File: src/rtl/wavp_pkg.sv
// Shared types and constants for the WAVE PCM16 stream parser.
`timescale 1ns / 1ps

package wavp_pkg;

	localparam logic [31:0] TAG_RIFF = 32'h4646_4952;
	localparam logic [31:0] TAG_WAVE = 32'h4556_4157;
	localparam logic [31:0] TAG_FMT  = 32'h2074_6D66;
	localparam logic [31:0] TAG_DATA = 32'h6174_6164;

	localparam logic [31:0] FMT_MIN_LEN  = 32'd16;
	localparam logic [31:0] RIFF_HDR_LEN = 32'd12;
	localparam logic [31:0] CHUNK_HDR_LEN = 32'd8;
	localparam logic [15:0] FORMAT_PCM   = 16'd1;
	localparam logic [15:0] BITS_PCM16   = 16'd16;

	typedef enum logic [2:0] {
		PH_RIFF = 3'd0,
		PH_HDR  = 3'd1,
		PH_BODY = 3'd2,
		PH_PAD  = 3'd3,
		PH_ERR  = 3'd4
	} phase_t;

	typedef enum logic [2:0] {
		ST_OK          = 3'd0,
		ST_NOT_WAVE    = 3'd1,
		ST_TRUNCATED   = 3'd2,
		ST_UNSUPPORTED = 3'd3,
		ST_MISSING     = 3'd4
	} status_t;

	typedef enum logic {
		KIND_SAMPLE = 1'b0,
		KIND_REPORT = 1'b1
	} kind_t;

	typedef struct packed {
		logic [30:0]  sample_total;
		logic [31:0]  rate_hz;
		logic [15:0]  channel_count;
		status_t      status;
		logic         chunk_first;
		logic [15:0]  sample_value;
		kind_t        item_kind;
		logic         final_flag;
	} item_t;

	// Up to two results leave the parser per input beat: a sample, then a report.
	typedef struct packed {
		logic  smp_valid;
		item_t smp;
		logic  rpt_valid;
		item_t rpt;
	} res_pair_t;

endpackage

File: src/rtl/wavp_parse.sv
// Input register, chunk walker state and per-byte result logic.
`timescale 1ns / 1ps

module wavp_parse
	import wavp_pkg::*;
(
	input  logic       clk,
	input  logic       arst_n,
	input  logic       in_valid,
	input  logic [7:0] in_byte,
	input  logic       in_last,
	output res_pair_t  res
);

	logic        valid_s1;
	logic [7:0]  byte_s1;
	logic        last_s1;

	phase_t      phase_q;
	logic [31:0] pos_q;
	logic [31:0] tag_q;
	logic [31:0] len_q;
	logic [15:0] fmt_q;
	logic [15:0] bits_q;
	logic [15:0] chan_q;
	logic [31:0] rate_q;
	logic        fvalid_q;
	logic        dseen_q;
	logic [31:0] dlen_q;
	logic [7:0]  low_q;
	status_t     err_q;

	phase_t      n_phase;
	logic [31:0] n_pos;
	logic [31:0] n_tag;
	logic [31:0] n_len;
	logic [15:0] n_fmt;
	logic [15:0] n_bits;
	logic [15:0] n_chan;
	logic [31:0] n_rate;
	logic        n_fvalid;
	logic        n_dseen;
	logic [31:0] n_dlen;
	logic [7:0]  n_low;
	status_t     n_err;

	logic        fin_req;
	logic        fail_req;
	status_t     fail_code;
	logic [31:0] pos_inc;
	logic [31:0] tag_sh;
	logic [31:0] len_sh;
	status_t     rpt_status;

	always_ff @(posedge clk or negedge arst_n) begin
		if (!arst_n) begin
			valid_s1 <= 1'b0;
		end else begin
			valid_s1 <= in_valid;
		end
	end

	always_ff @(posedge clk) begin
		if (in_valid) begin
			byte_s1 <= in_byte;
			last_s1 <= in_last;
		end
	end

	assign pos_inc = pos_q + 32'd1;
	assign tag_sh  = {byte_s1, tag_q[31:8]};
	assign len_sh  = {byte_s1, len_q[31:8]};

	always_comb begin
		n_phase   = phase_q;
		n_pos     = pos_q;
		n_tag     = tag_q;
		n_len     = len_q;
		n_fmt     = fmt_q;
		n_bits    = bits_q;
		n_chan    = chan_q;
		n_rate    = rate_q;
		n_fvalid  = fvalid_q;
		n_dseen   = dseen_q;
		n_dlen    = dlen_q;
		n_low     = low_q;
		n_err     = err_q;
		fin_req   = 1'b0;
		fail_req  = 1'b0;
		fail_code = ST_OK;
		res.smp_valid = 1'b0;
		res.smp       = '0;

		case (phase_q)
			PH_RIFF: begin
				n_tag = tag_sh;
				if (pos_q == 32'd3 && tag_sh != TAG_RIFF) begin
					fail_req  = 1'b1;
					fail_code = ST_NOT_WAVE;
				end else if (pos_q == RIFF_HDR_LEN - 32'd1) begin
					if (tag_sh != TAG_WAVE) begin
						fail_req  = 1'b1;
						fail_code = ST_NOT_WAVE;
					end else begin
						n_phase = PH_HDR;
						n_pos   = '0;
					end
				end else begin
					n_pos = pos_inc;
					if (last_s1) begin
						fail_req  = 1'b1;
						fail_code = ST_NOT_WAVE;
					end
				end
			end
			PH_HDR: begin
				if (pos_q < 32'd4) begin
					n_tag = tag_sh;
				end else begin
					n_len = len_sh;
				end
				if (pos_inc == CHUNK_HDR_LEN) begin
					n_pos = '0;
					if (n_tag == TAG_DATA) begin
						n_dseen = 1'b1;
						n_dlen  = n_len;
					end
					if (n_len == 32'd0) begin
						fin_req = 1'b1;
					end else begin
						n_phase = PH_BODY;
						if (last_s1) begin
							fail_req  = 1'b1;
							fail_code = ST_TRUNCATED;
						end
					end
				end else begin
					n_pos = pos_inc;
				end
			end
			PH_BODY: begin
				if (tag_q == TAG_FMT) begin
					if (pos_q < 32'd2) begin
						if (pos_q[0]) n_fmt[15:8] = byte_s1;
						else          n_fmt[7:0]  = byte_s1;
					end else if (pos_q < 32'd4) begin
						if (pos_q[0]) n_chan[15:8] = byte_s1;
						else          n_chan[7:0]  = byte_s1;
					end else if (pos_q < 32'd8) begin
						case (pos_q[1:0])
							2'd0:    n_rate[7:0]   = byte_s1;
							2'd1:    n_rate[15:8]  = byte_s1;
							2'd2:    n_rate[23:16] = byte_s1;
							default: n_rate[31:24] = byte_s1;
						endcase
					end else if (pos_q == 32'd14) begin
						n_bits[7:0] = byte_s1;
					end else if (pos_q == 32'd15) begin
						n_bits[15:8] = byte_s1;
					end
				end else if (tag_q == TAG_DATA) begin
					if (pos_q[0]) begin
						res.smp_valid        = 1'b1;
						res.smp.item_kind    = KIND_SAMPLE;
						res.smp.sample_value = {byte_s1, low_q};
						res.smp.chunk_first  = (pos_q == 32'd1);
						res.smp.status       = ST_OK;
					end else begin
						n_low = byte_s1;
					end
				end
				if (pos_inc == len_q) begin
					fin_req = 1'b1;
				end else begin
					n_pos = pos_inc;
					if (last_s1) begin
						fail_req  = 1'b1;
						fail_code = ST_TRUNCATED;
					end
				end
			end
			PH_PAD: begin
				n_phase = PH_HDR;
				n_pos   = '0;
			end
			default: begin
			end
		endcase

		// End of a chunk: validate fmt, then skip the pad byte after an odd body.
		if (fin_req) begin
			if (n_tag == TAG_FMT &&
			    (n_len < FMT_MIN_LEN || n_fmt != FORMAT_PCM || n_bits != BITS_PCM16)) begin
				fail_req  = 1'b1;
				fail_code = ST_UNSUPPORTED;
			end else begin
				if (n_tag == TAG_FMT) begin
					n_fvalid = (n_chan != 16'd0) && (n_rate != 32'd0);
				end
				n_phase = n_len[0] ? PH_PAD : PH_HDR;
				n_pos   = '0;
			end
		end

		if (fail_req) begin
			n_err   = fail_code;
			n_phase = PH_ERR;
		end

		rpt_status = n_err;
		if (n_err == ST_OK && (!n_fvalid || !n_dseen || n_dlen[0])) begin
			rpt_status = ST_MISSING;
		end

		res.smp_valid = res.smp_valid & valid_s1;
		res.rpt_valid = valid_s1 & last_s1;
		res.rpt            = '0;
		res.rpt.item_kind  = KIND_REPORT;
		res.rpt.final_flag = 1'b1;
		res.rpt.status     = rpt_status;
		if (rpt_status == ST_OK) begin
			res.rpt.channel_count = n_chan;
			res.rpt.rate_hz       = n_rate;
			res.rpt.sample_total  = n_dlen[31:1];
		end
	end

	always_ff @(posedge clk or negedge arst_n) begin
		if (!arst_n) begin
			phase_q  <= PH_RIFF;
			pos_q    <= '0;
			tag_q    <= '0;
			len_q    <= '0;
			fmt_q    <= '0;
			bits_q   <= '0;
			chan_q   <= '0;
			rate_q   <= '0;
			fvalid_q <= 1'b0;
			dseen_q  <= 1'b0;
			dlen_q   <= '0;
			low_q    <= '0;
			err_q    <= ST_OK;
		end else if (valid_s1) begin
			if (last_s1) begin
				// Report goes out this beat; start clean for the next file.
				phase_q  <= PH_RIFF;
				pos_q    <= '0;
				tag_q    <= '0;
				len_q    <= '0;
				fmt_q    <= '0;
				bits_q   <= '0;
				chan_q   <= '0;
				rate_q   <= '0;
				fvalid_q <= 1'b0;
				dseen_q  <= 1'b0;
				dlen_q   <= '0;
				low_q    <= '0;
				err_q    <= ST_OK;
			end else begin
				phase_q  <= n_phase;
				pos_q    <= n_pos;
				tag_q    <= n_tag;
				len_q    <= n_len;
				fmt_q    <= n_fmt;
				bits_q   <= n_bits;
				chan_q   <= n_chan;
				rate_q   <= n_rate;
				fvalid_q <= n_fvalid;
				dseen_q  <= n_dseen;
				dlen_q   <= n_dlen;
				low_q    <= n_low;
				err_q    <= n_err;
			end
		end
	end

endmodule

File: src/rtl/wavp_out_fifo.sv
// Result queue: takes up to two items per cycle, hands out one per beat.
`timescale 1ns / 1ps

module wavp_out_fifo
	import wavp_pkg::*;
#(
	parameter int unsigned Depth = 8
)
(
	input  logic      clk,
	input  logic      arst_n,
	input  res_pair_t res,
	output logic      space_ok,
	output logic      out_valid,
	input  logic      out_ready,
	output item_t     out_item
);

	localparam int unsigned PtrW = $clog2(Depth);
	localparam int unsigned CntW = PtrW + 1;
	// Room for the beat in the input register plus the one being accepted.
	localparam logic [CntW-1:0] AcceptMax = CntW'(Depth - 4);

	item_t           mem [Depth];
	logic [PtrW-1:0] wr_q;
	logic [PtrW-1:0] rd_q;
	logic [CntW-1:0] cnt_q;

	item_t           wr_a;
	logic [1:0]      n_push;
	logic            pop;
	logic [PtrW-1:0] wr_b;

	assign wr_a   = res.smp_valid ? res.smp : res.rpt;
	assign n_push = {1'b0, res.smp_valid} + {1'b0, res.rpt_valid};
	assign wr_b   = wr_q + PtrW'(1);
	assign pop    = out_valid & out_ready;

	assign out_valid = (cnt_q != '0);
	assign out_item  = mem[rd_q];
	assign space_ok  = (cnt_q <= AcceptMax);

	always_ff @(posedge clk) begin
		if (n_push != 2'd0) begin
			mem[wr_q] <= wr_a;
		end
		if (n_push == 2'd2) begin
			mem[wr_b] <= res.rpt;
		end
	end

	always_ff @(posedge clk or negedge arst_n) begin
		if (!arst_n) begin
			wr_q  <= '0;
			rd_q  <= '0;
			cnt_q <= '0;
		end else begin
			wr_q  <= wr_q + PtrW'(n_push);
			if (pop) begin
				rd_q <= rd_q + PtrW'(1);
			end
			cnt_q <= cnt_q + CntW'(n_push) - CntW'(pop);
		end
	end

endmodule

File: src/rtl/wav_pcm16_stream_parser.sv
// Top level of the RIFF/WAVE PCM16 stream parser.
`timescale 1ns / 1ps

// Takes one byte of a WAVE file per beat on s_axis (tlast on the final byte) and
// emits one beat per 16-bit sample of each data chunk on m_axis, tuser[1] set on
// the first sample of a chunk, then a report beat (tlast, tuser[0]) with status,
// channel count, sample rate and sample count of the last data chunk. Keep the
// last marked run and drop it all if the report status is nonzero. A byte is
// accepted every cycle while the result queue (FifoDepth entries, a power of two,
// at least 8) holds at most FifoDepth-4 items; the results of a byte pass through the
// input register and then the result queue on their way to the output.
// After the report the block returns to its reset state, ready for the next file.

module wav_pcm16_stream_parser
	import wavp_pkg::*;
#(
	parameter int unsigned FifoDepth = 8
)
(
	input  logic         clk,
	input  logic         arst_n,
	input  logic         s_axis_tvalid,
	output logic         s_axis_tready,
	input  logic [7:0]   s_axis_tdata,   // [7:0] data_byte
	input  logic         s_axis_tlast,   // last_byte
	output logic         m_axis_tvalid,
	input  logic         m_axis_tready,
	// [15:0] sample_value, [18:16] status, [34:19] channel_count,
	// [66:35] rate_hz, [97:67] sample_total, [103:98] zero
	output logic [103:0] m_axis_tdata,
	output logic [1:0]   m_axis_tuser,   // [0] item_kind, [1] chunk_first
	output logic         m_axis_tlast    // final_flag
);

	res_pair_t res;
	item_t     out_item;
	logic      space_ok;

	assign s_axis_tready = space_ok;

	wavp_parse u_parse (
		.clk      (clk),
		.arst_n   (arst_n),
		.in_valid (s_axis_tvalid & s_axis_tready),
		.in_byte  (s_axis_tdata),
		.in_last  (s_axis_tlast),
		.res      (res)
	);

	wavp_out_fifo #(
		.Depth (FifoDepth)
	) u_fifo (
		.clk       (clk),
		.arst_n    (arst_n),
		.res       (res),
		.space_ok  (space_ok),
		.out_valid (m_axis_tvalid),
		.out_ready (m_axis_tready),
		.out_item  (out_item)
	);

	assign m_axis_tdata = {6'd0, out_item.sample_total, out_item.rate_hz,
	                       out_item.channel_count, out_item.status,
	                       out_item.sample_value};
	assign m_axis_tuser = {out_item.chunk_first, out_item.item_kind};
	assign m_axis_tlast = out_item.final_flag;

endmodule

File: config.mk
export PLATFORM = sky130hd
export DESIGN_NAME = wav_pcm16_stream_parser
export DESIGN_NICKNAME = d
export VERILOG_FILES = /design/src/rtl/wavp_pkg.sv /design/src/rtl/wavp_parse.sv /design/src/rtl/wavp_out_fifo.sv /design/src/rtl/wav_pcm16_stream_parser.sv
export SDC_FILE = /design/constraint.sdc
export NUM_CORES = 2
export LEC_CHECK = 0
export BUFFER_PORTS_ARGS = -buffer_cell sky130_fd_sc_hd__buf_2
export CAP_MARGIN = 20
export CORE_AREA = 3 3 335 337
export CTS_CLUSTER_DIAMETER = 30
export DETAILED_ROUTE_END_ITERATION = 6
export DIE_AREA = 0 0 338 340
export GPL_TIMING_DRIVEN = 0
export PLACE_DENSITY = 0.74
export REMOVE_ABC_BUFFERS = 1
export SYNTH_ARGS = -nofsm -noshare
export SYNTH_HDL_FRONTEND = slang
export SYNTH_SLANG_ARGS = --single-unit
File: constraint.sdc
create_clock -name clk -period 4.9 [get_ports clk]
set_input_delay 0.735 -clock clk [delete_from_list [all_inputs] [get_ports clk]]
set_output_delay 0.735 -clock clk [all_outputs]
set_load 0.01 [all_outputs]
== Word level (Yosys, flattened, before mapping) ==
Memories as Yosys holds them, arrays and structs flattened.
Cells that the tools add are included.

* Add/subtract/negate cells: 7
* Reductions and logical operators: 23
* Magnitude comparators: 5
* Muxes and demuxes: 119
* Bitwise operators: 4
* Equal/unequal tests: 23

{| class="wikitable"
|+ Operators by type and width
! cell !! count
|-
| two-way mux 32 bit || 25
|-
| two-way mux 16 bit || 15
|-
| == test 32 x 4 -> 1 bit, second input constant || 4
|-
| two-way mux 8 bit || 16
|-
| one-hot mux 32 bit (4 select lines) || 1
|-
| two-way mux 101 bit || 1
|-
| two-way mux 79 bit || 1
|-
| == test 32 x 30 -> 1 bit, second input constant || 2
|-
| == test 32 x 31 -> 1 bit, second input constant || 2
|-
| != test 32 x 31 -> 1 bit, second input constant || 2
|-
| one-hot mux 32 bit (2 select lines) || 1
|-
| two-way mux 21 bit || 3
|-
| two-way mux 3 bit || 18
|-
| adder 32 x 1 -> 32 bit, second input constant || 1
|-
| == test 32 x 1 -> 1 bit, second input constant || 1
|-
| == test 32 x 2 -> 1 bit, second input constant || 1
|-
| == test 32 bit || 1
|-
| logical NOT 32 bit || 1
|-
| < comparator 32 x 2 -> 1 bit, second input constant || 1
|-
| < comparator 32 x 3 -> 1 bit, second input constant || 1
|-
| < comparator 32 x 4 -> 1 bit, second input constant || 1
|-
| < comparator 32 x 5 -> 1 bit, second input constant || 1
|-
| nonzero test 32 bit || 1
|-
| two-way mux 1 bit || 30
|-
| other kinds (29) || 50
|}

* Memory bits (writable): 808
* Logic and storage cells: 201
* Register bits: 244
* Memories kept: 1

{| class="wikitable"
|+ Memories
! memory !! depth !! width !! read ports !! clocked after Yosys merged registers in !! wr ports !! RTL line !! RTL
|-
| u_fifo.mem || 8 || 101 || 1 || 0 || 2 || wavp_out_fifo.sv:24 || <nowiki>item_t mem [Depth];</nowiki>
|}

== Longest topological paths before layout ==
* Depth in word-level cells: 21
* Depth in mapped cells: 18
* Mapped depth without buffers: 13

== By module ==
A second synthesis with hierarchy kept.

* Cells, all modules: 4228
* Area, all modules: 59181.8 um^2

{| class="wikitable"
|+ Modules (own cells, without submodules)
! module !! times used !! seq. area each (um^2) !! cells an instance !! area each (um^2)
|-
| wavp_out_fifo || 1 || 24513.5 || 2257 || 41853.9
|-
| wavp_parse || 1 || 5900.7 || 1963 || 17272.8
|-
| wav_pcm16_stream_parser || 1 || 0.0 || 8 || 55.1
|}

== Worst setup path after synthesis ==
OpenSTA, ideal clock, no wires.

* Kind: register to register
* From: reg u_parse.tag_q[16]
* To: mem u_fifo.mem[6][100] (netlist name) (enable)
* Path buffers: 3
* Path slack: -0.332 ns
* Required time: 4.465 ns
* Setup time: 0.435 ns
* Cell stages (with the launch flop): 15
* Data arrival time: 4.796 ns
* Path through: dfrtp_1 nor4bb_1 nand3_1 nor2_1 nand2_1 nor4_1 inv_1 clkbuf_1 ha_1 nor2_1 nand2_1 and2_1 clkbuf_1 clkbuf_1 inv_1

{| class="wikitable"
|+ RTL lines
! element !! RTL line !! RTL
|-
| start: declaration || wavp_parse.sv:21 || <nowiki>logic [31:0] tag_q;</nowiki>
|-
| start signal: assignment || wavp_parse.sv:262 || <nowiki>tag_q <= n_tag;</nowiki>
|-
| end: declaration || wavp_out_fifo.sv:24 ||
|}

==> results.md <==
Setup path:
- The number of cells on the worst reg-to-reg path is 19.
- The critical path class is register to register.
- The maximum fanout along the worst path is 7.
- STA classifies the critical path endpoint as a register.
- For the worst setup path, the data required time is around 5.5 ns.
- The data arrival time of the critical path is approximately 5.6 ns.
- The kind of start point of the critical path is a register.

Flow run:
- Across the run, the number of max-cap violations was 0.

Power:
- The total power density per cell area is about 530 nW/um2.
- Summed over all nets, the switching power comes to ~10 mW.
- The leakage component of the power is 22.1 nW.
- The cell-internal power is roughly 24 mW.
- Of the total power, the clock network draws 0.441.
- The combinational cell fraction of total power is 0.251.
- Of the total power, registers draw 0.308.
- Of the total power, the share spent switching nets is 0.304.
- The overall power is 34.1 mW.
- The largest voltage drop on the vdd net is ~0.00038 V.

Placement:
- In this run the tool buffered the top-level ports with between 100 and 150 buffer cells.
- Detailed placement finished with a half-perimeter wire length of between 90000 and 100000 um.
- The post-placement cell count is 5459.
- After detailed placement, the total cell area comes to ~54000 um2.
- Before CTS, the worst setup slack after placement is -2.72 ns.
- The routability congestion estimate is 1.01.

STA:
- The number of endpoints with negative hold slack in the final report is 0.
- In the finished design, the share of the clock period the worst path needs comes to 1.01.
- The maximum clock skew at final layout is about 0.04 ns.
- Setup repair after global routing could not meet its margin everywhere.
- At the pin with the least slew margin, the transition time is around 1.0 ns.
- The setup total negative slack is -0.204 ns.
- Setup violations remaining at the end of the flow were counted as 13.
- Static timing analysis puts the maximum clock frequency at between 0.2 and 0.25 GHz.
- Across all hold checks on the routed design, the worst slack comes to 0.114 ns.
- The number of slew-limit violations in the final report is 0.
- Subtracting the final worst setup slack from the clock period gives 4.94 ns.
- Headroom to the max-slew limit came out at 0.303.
- The least setup slack across all paths after layout is -0.0356 ns.

Drt:
- The number of iterations in the first detailed-routing pass is 6.
- The detail-routed net length per standard cell is around 29 um.
- The number of DRC markers after the initial detailed-route iteration is ~5.5k.
- The routed design has 173000 um of wire.
- The remaining antenna violation count after routing is 0.
- The remaining design rule violation count is 0.
- For this block, the via count after detailed routing is just over 40k.
- The vias per cell is between 6 and 7.

Floorplan:
- The core footprint is approximately 110000 um2.
- In this run the horizontal extent of the chip is approximately 340 um.
- The initialized floorplan defines 121 standard-cell rows.
- The height of the die is ~340 um.
- The effective utilization at floorplan is 0.469.
- 122 I/O pins were placed.
- The die outline area is 115000 um2.

Clock tree:
- The clock net in this run drives a total of around 1.0k sinks.
- Counting the buffers created by CTS gives around 210.
- The library cell used as clock root buffer is sky130_fd_sc_hd__clkbuf_16.
- The clock latency at the later pin of the worst-skew pair is between 0.8 and 0.9 ns.
- The maximum level of the CTS H-tree is 4.
- TritonCTS built the clock tree.
- The clock-pin slew of the registers on the worst-case setup and hold paths is approximately 0.05 ns.
- The deepest clock path buffer count is 3.

GRT:
- After global routing the overflow that remains totals 0.
- The first global-routing pass estimated 253000 um of wire.
- The pin count of the biggest net entering global routing is about 90.
- The via count of the first global-routing pass is a little over 40k.
- The global-route usage over all layers is 0.290.
- The initial antenna violation count is 5.

Cells and area:
- For this run, the post-layout net count is 4371.
- In the final layout, the share of cells above drive strength 1 is 0.278.
- Once layout is complete, the utilization of the core stands at 0.587.
- Summing all non-filler instances in the final layout gives an area of approximately 64000 um2.
- The area growth from synthesis to layout is 25.1%.
- The number of standard cells in the layout, taps in and fillers out is roughly 6k.
- The number of fill cells is 8060.

Yosys:
- Yosys mapped a number of flops with a built-in enable equal to between 600 and 700.
- The number of distinct library cells after synthesis is 90.
- The average instance area after synthesis is between 10 and 15 um2.
- Of the synthesized area, sequential elements account for 0.561.
- After synthesis the netlist holds a flip-flop and latch count of approximately 1.0k.
- Among all flip-flop cells after synthesis, the most frequent one is sky130_fd_sc_hd__edfxtp_1.
- The synthesized instance count is around 4.2k.
- The total of warnings raised by yosys is 0.
- The cell area after synthesis is approximately 51000 um2.
- The fraction of synthesis flops using an asynchronous set or reset pin is 0.225.

Min path:
- In this run the worst hold path is classified as input pin to register.
- The cell count of the worst hold path is 1.

Outcome:
- The final reports fail on setup timing.
- The flow ran to the end, but the final reports show violations.
[kinds of logic after synthesis]
logic type      Yosys count  share of synthesized area
simple gates           1545                      0.156
other cells               1                  0.0000732
xor+xnor                 47                    0.00831
flops                  1044                      0.561
compound gates          680                     0.0995
fa+ha+maj                19                    0.00489
buf+inv                 504                     0.0446
mux                     377                      0.125
[Yosys cell counts (34+ instances only)]
master	instances	share of area
sky130_fd_sc_hd__edfxtp_1	665	0.39
sky130_fd_sc_hd__nor2_1	412	0.030
sky130_fd_sc_hd__nand4_1	47	0.0057
sky130_fd_sc_hd__nor3_1	130	0.013
sky130_fd_sc_hd__mux4_2	200	0.088
sky130_fd_sc_hd__buf_6	35	0.0077
sky130_fd_sc_hd__a22oi_1	43	0.0063
sky130_fd_sc_hd__dfrtp_1	235	0.11
sky130_fd_sc_hd__mux2_2	103	0.023
sky130_fd_sc_hd__dfxtp_1	144	0.056
sky130_fd_sc_hd__a22o_1	207	0.035
sky130_fd_sc_hd__nand3_1	96	0.0094
sky130_fd_sc_hd__a21oi_1	59	0.0058
sky130_fd_sc_hd__o2bb2ai_1	108	0.018
sky130_fd_sc_hd__buf_2	54	0.0053
sky130_fd_sc_hd__or4_1	34	0.0050
sky130_fd_sc_hd__mux2i_1	73	0.014
sky130_fd_sc_hd__nand2_1	260	0.019
sky130_fd_sc_hd__xnor2_1	37	0.0063
sky130_fd_sc_hd__inv_1	53	0.0039
sky130_fd_sc_hd__nor4_1	335	0.041
sky130_fd_sc_hd__clkbuf_1	313	0.023
sky130_fd_sc_hd__o21ai_0	104	0.010
[final timing paths]
check,end,startpoint,slack [ns]
worst min-delay path,u_parse.byte_s1[2]$_DFFE_PP_,s_axis_tdata[2],0.11
worst min register to register,u_fifo.mem[6][1]$_SDFFE_PP1P_,u_fifo.mem[6][1]$_SDFFE_PP1P_,0.45
max in group asynchronous,u_parse.pos_q[16]$_DFFE_PN0P_,arst_n,3.11
worst max-delay path,u_fifo.mem[3][36]$_DFFE_PP_,u_parse.pos_q[0]$_DFFE_PN0P_,-0.04
min in group asynchronous,u_parse.fmt_q[14]$_DFFE_PN0P_,arst_n,0.50
worst max register to register,u_fifo.mem[3][36]$_DFFE_PP_,u_parse.pos_q[0]$_DFFE_PN0P_,-0.04
[critical path, stage by stage (launching register included)]
cell	delay, ns
sky130_fd_sc_hd__dfrtp_4	0.46
sky130_fd_sc_hd__buf_4	0.13
sky130_fd_sc_hd__buf_4	0.12
sky130_fd_sc_hd__nand3_4	0.15
sky130_fd_sc_hd__buf_12	0.19
sky130_fd_sc_hd__nor4_4	0.17
sky130_fd_sc_hd__buf_4	0.21
sky130_fd_sc_hd__a31oi_1	0.13
sky130_fd_sc_hd__a211o_1	0.29
sky130_fd_sc_hd__a211o_1	0.24
sky130_fd_sc_hd__or4_4	0.60
sky130_fd_sc_hd__nor4_4	0.38
sky130_fd_sc_hd__o21ai_2	0.13
sky130_fd_sc_hd__mux2i_4	0.22
sky130_fd_sc_hd__buf_12	0.15
sky130_fd_sc_hd__buf_16	0.15
sky130_fd_sc_hd__buf_16	0.14
sky130_fd_sc_hd__or4_4	0.59
sky130_fd_sc_hd__clkbuf_16	0.24
sky130_fd_sc_hd__nor2_2	0.09
[registers in the layout, summed over array words and instances, names as in the netlist, 4 cells and up]
register / count
u_parse.byte_s1: 8
u_parse.dlen_q: 32
u_parse.len_q: 32
u_parse.rate_q: 32
u_fifo.cnt_q: 4
u_parse.chan_q: 16
u_parse.fmt_q: 16
u_parse.pos_q: 32
u_fifo.mem: 800
u_parse.bits_q: 16
u_parse.low_q: 8
u_parse.tag_q: 32
[metal layers]
metal / GRT usage / up-vias / share of wire
met2: 0.445 / 3190 / 0.46
li1: - / 16739 / -
met5: 0 / - / 0.00034
met3: 0.0716 / 736 / 0.12
met4: 0.177 / 8 / 0.066
met1: 0.372 / 20170 / 0.36
[cell type report]
type	count	area (um2)	area share
Inverter	55	274	0.00428
Sequential cell	1044	28800	0.450
Timing Repair Buffer	336	4200	0.0655
Multi-Input combinational cell	2692	21400	0.334
Antenna cell	1	2.50	0.0000391
Tap cell	1476	1850	0.0288
Clock buffer	257	5710	0.0892
Clock inverter	143	1830	0.0286
[layout by cell type (no fill, tap or decap), types with 108 or more instances in the layout]
master,count
sky130_fd_sc_hd__o2bb2ai_1,108
sky130_fd_sc_hd__dfxtp_1,144
sky130_fd_sc_hd__edfxtp_1,665
sky130_fd_sc_hd__nor3_1,123
sky130_fd_sc_hd__nor2_1,379
sky130_fd_sc_hd__a22o_1,207
sky130_fd_sc_hd__nand2_1,247
sky130_fd_sc_hd__mux4_2,200
sky130_fd_sc_hd__nor4_1,321
sky130_fd_sc_hd__clkbuf_16,223
sky130_fd_sc_hd__dfrtp_1,207
sky130_fd_sc_hd__buf_2,115
[what timing repair did]
| action | CTS | global route |
|---|---|---|
| gates resized for setup | 148 | 81 |
| setup endpoints to repair | 1439 | 542 |
| pin swaps | 38 | 32 |
| hold buffers | 1 | 0 |
| gates cloned | 21 | 10 |
| endpoints found under the hold margin | 70 | 0 |
| buffers inserted | 65 | 46 |
[power groups by stage]
stage	clock (mW)	combinational, mW	sequential (mW)
after floorplan	0	4.64	10.9
after global placement	0	5.73	11.4
after detailed placement	0	7.97	10.7
after CTS	15.0	8.31	10.5
after global routing	15.5	8.99	10.5
final	15.0	8.57	10.5
No activity file was read; power rests on OpenSTA's default activity.
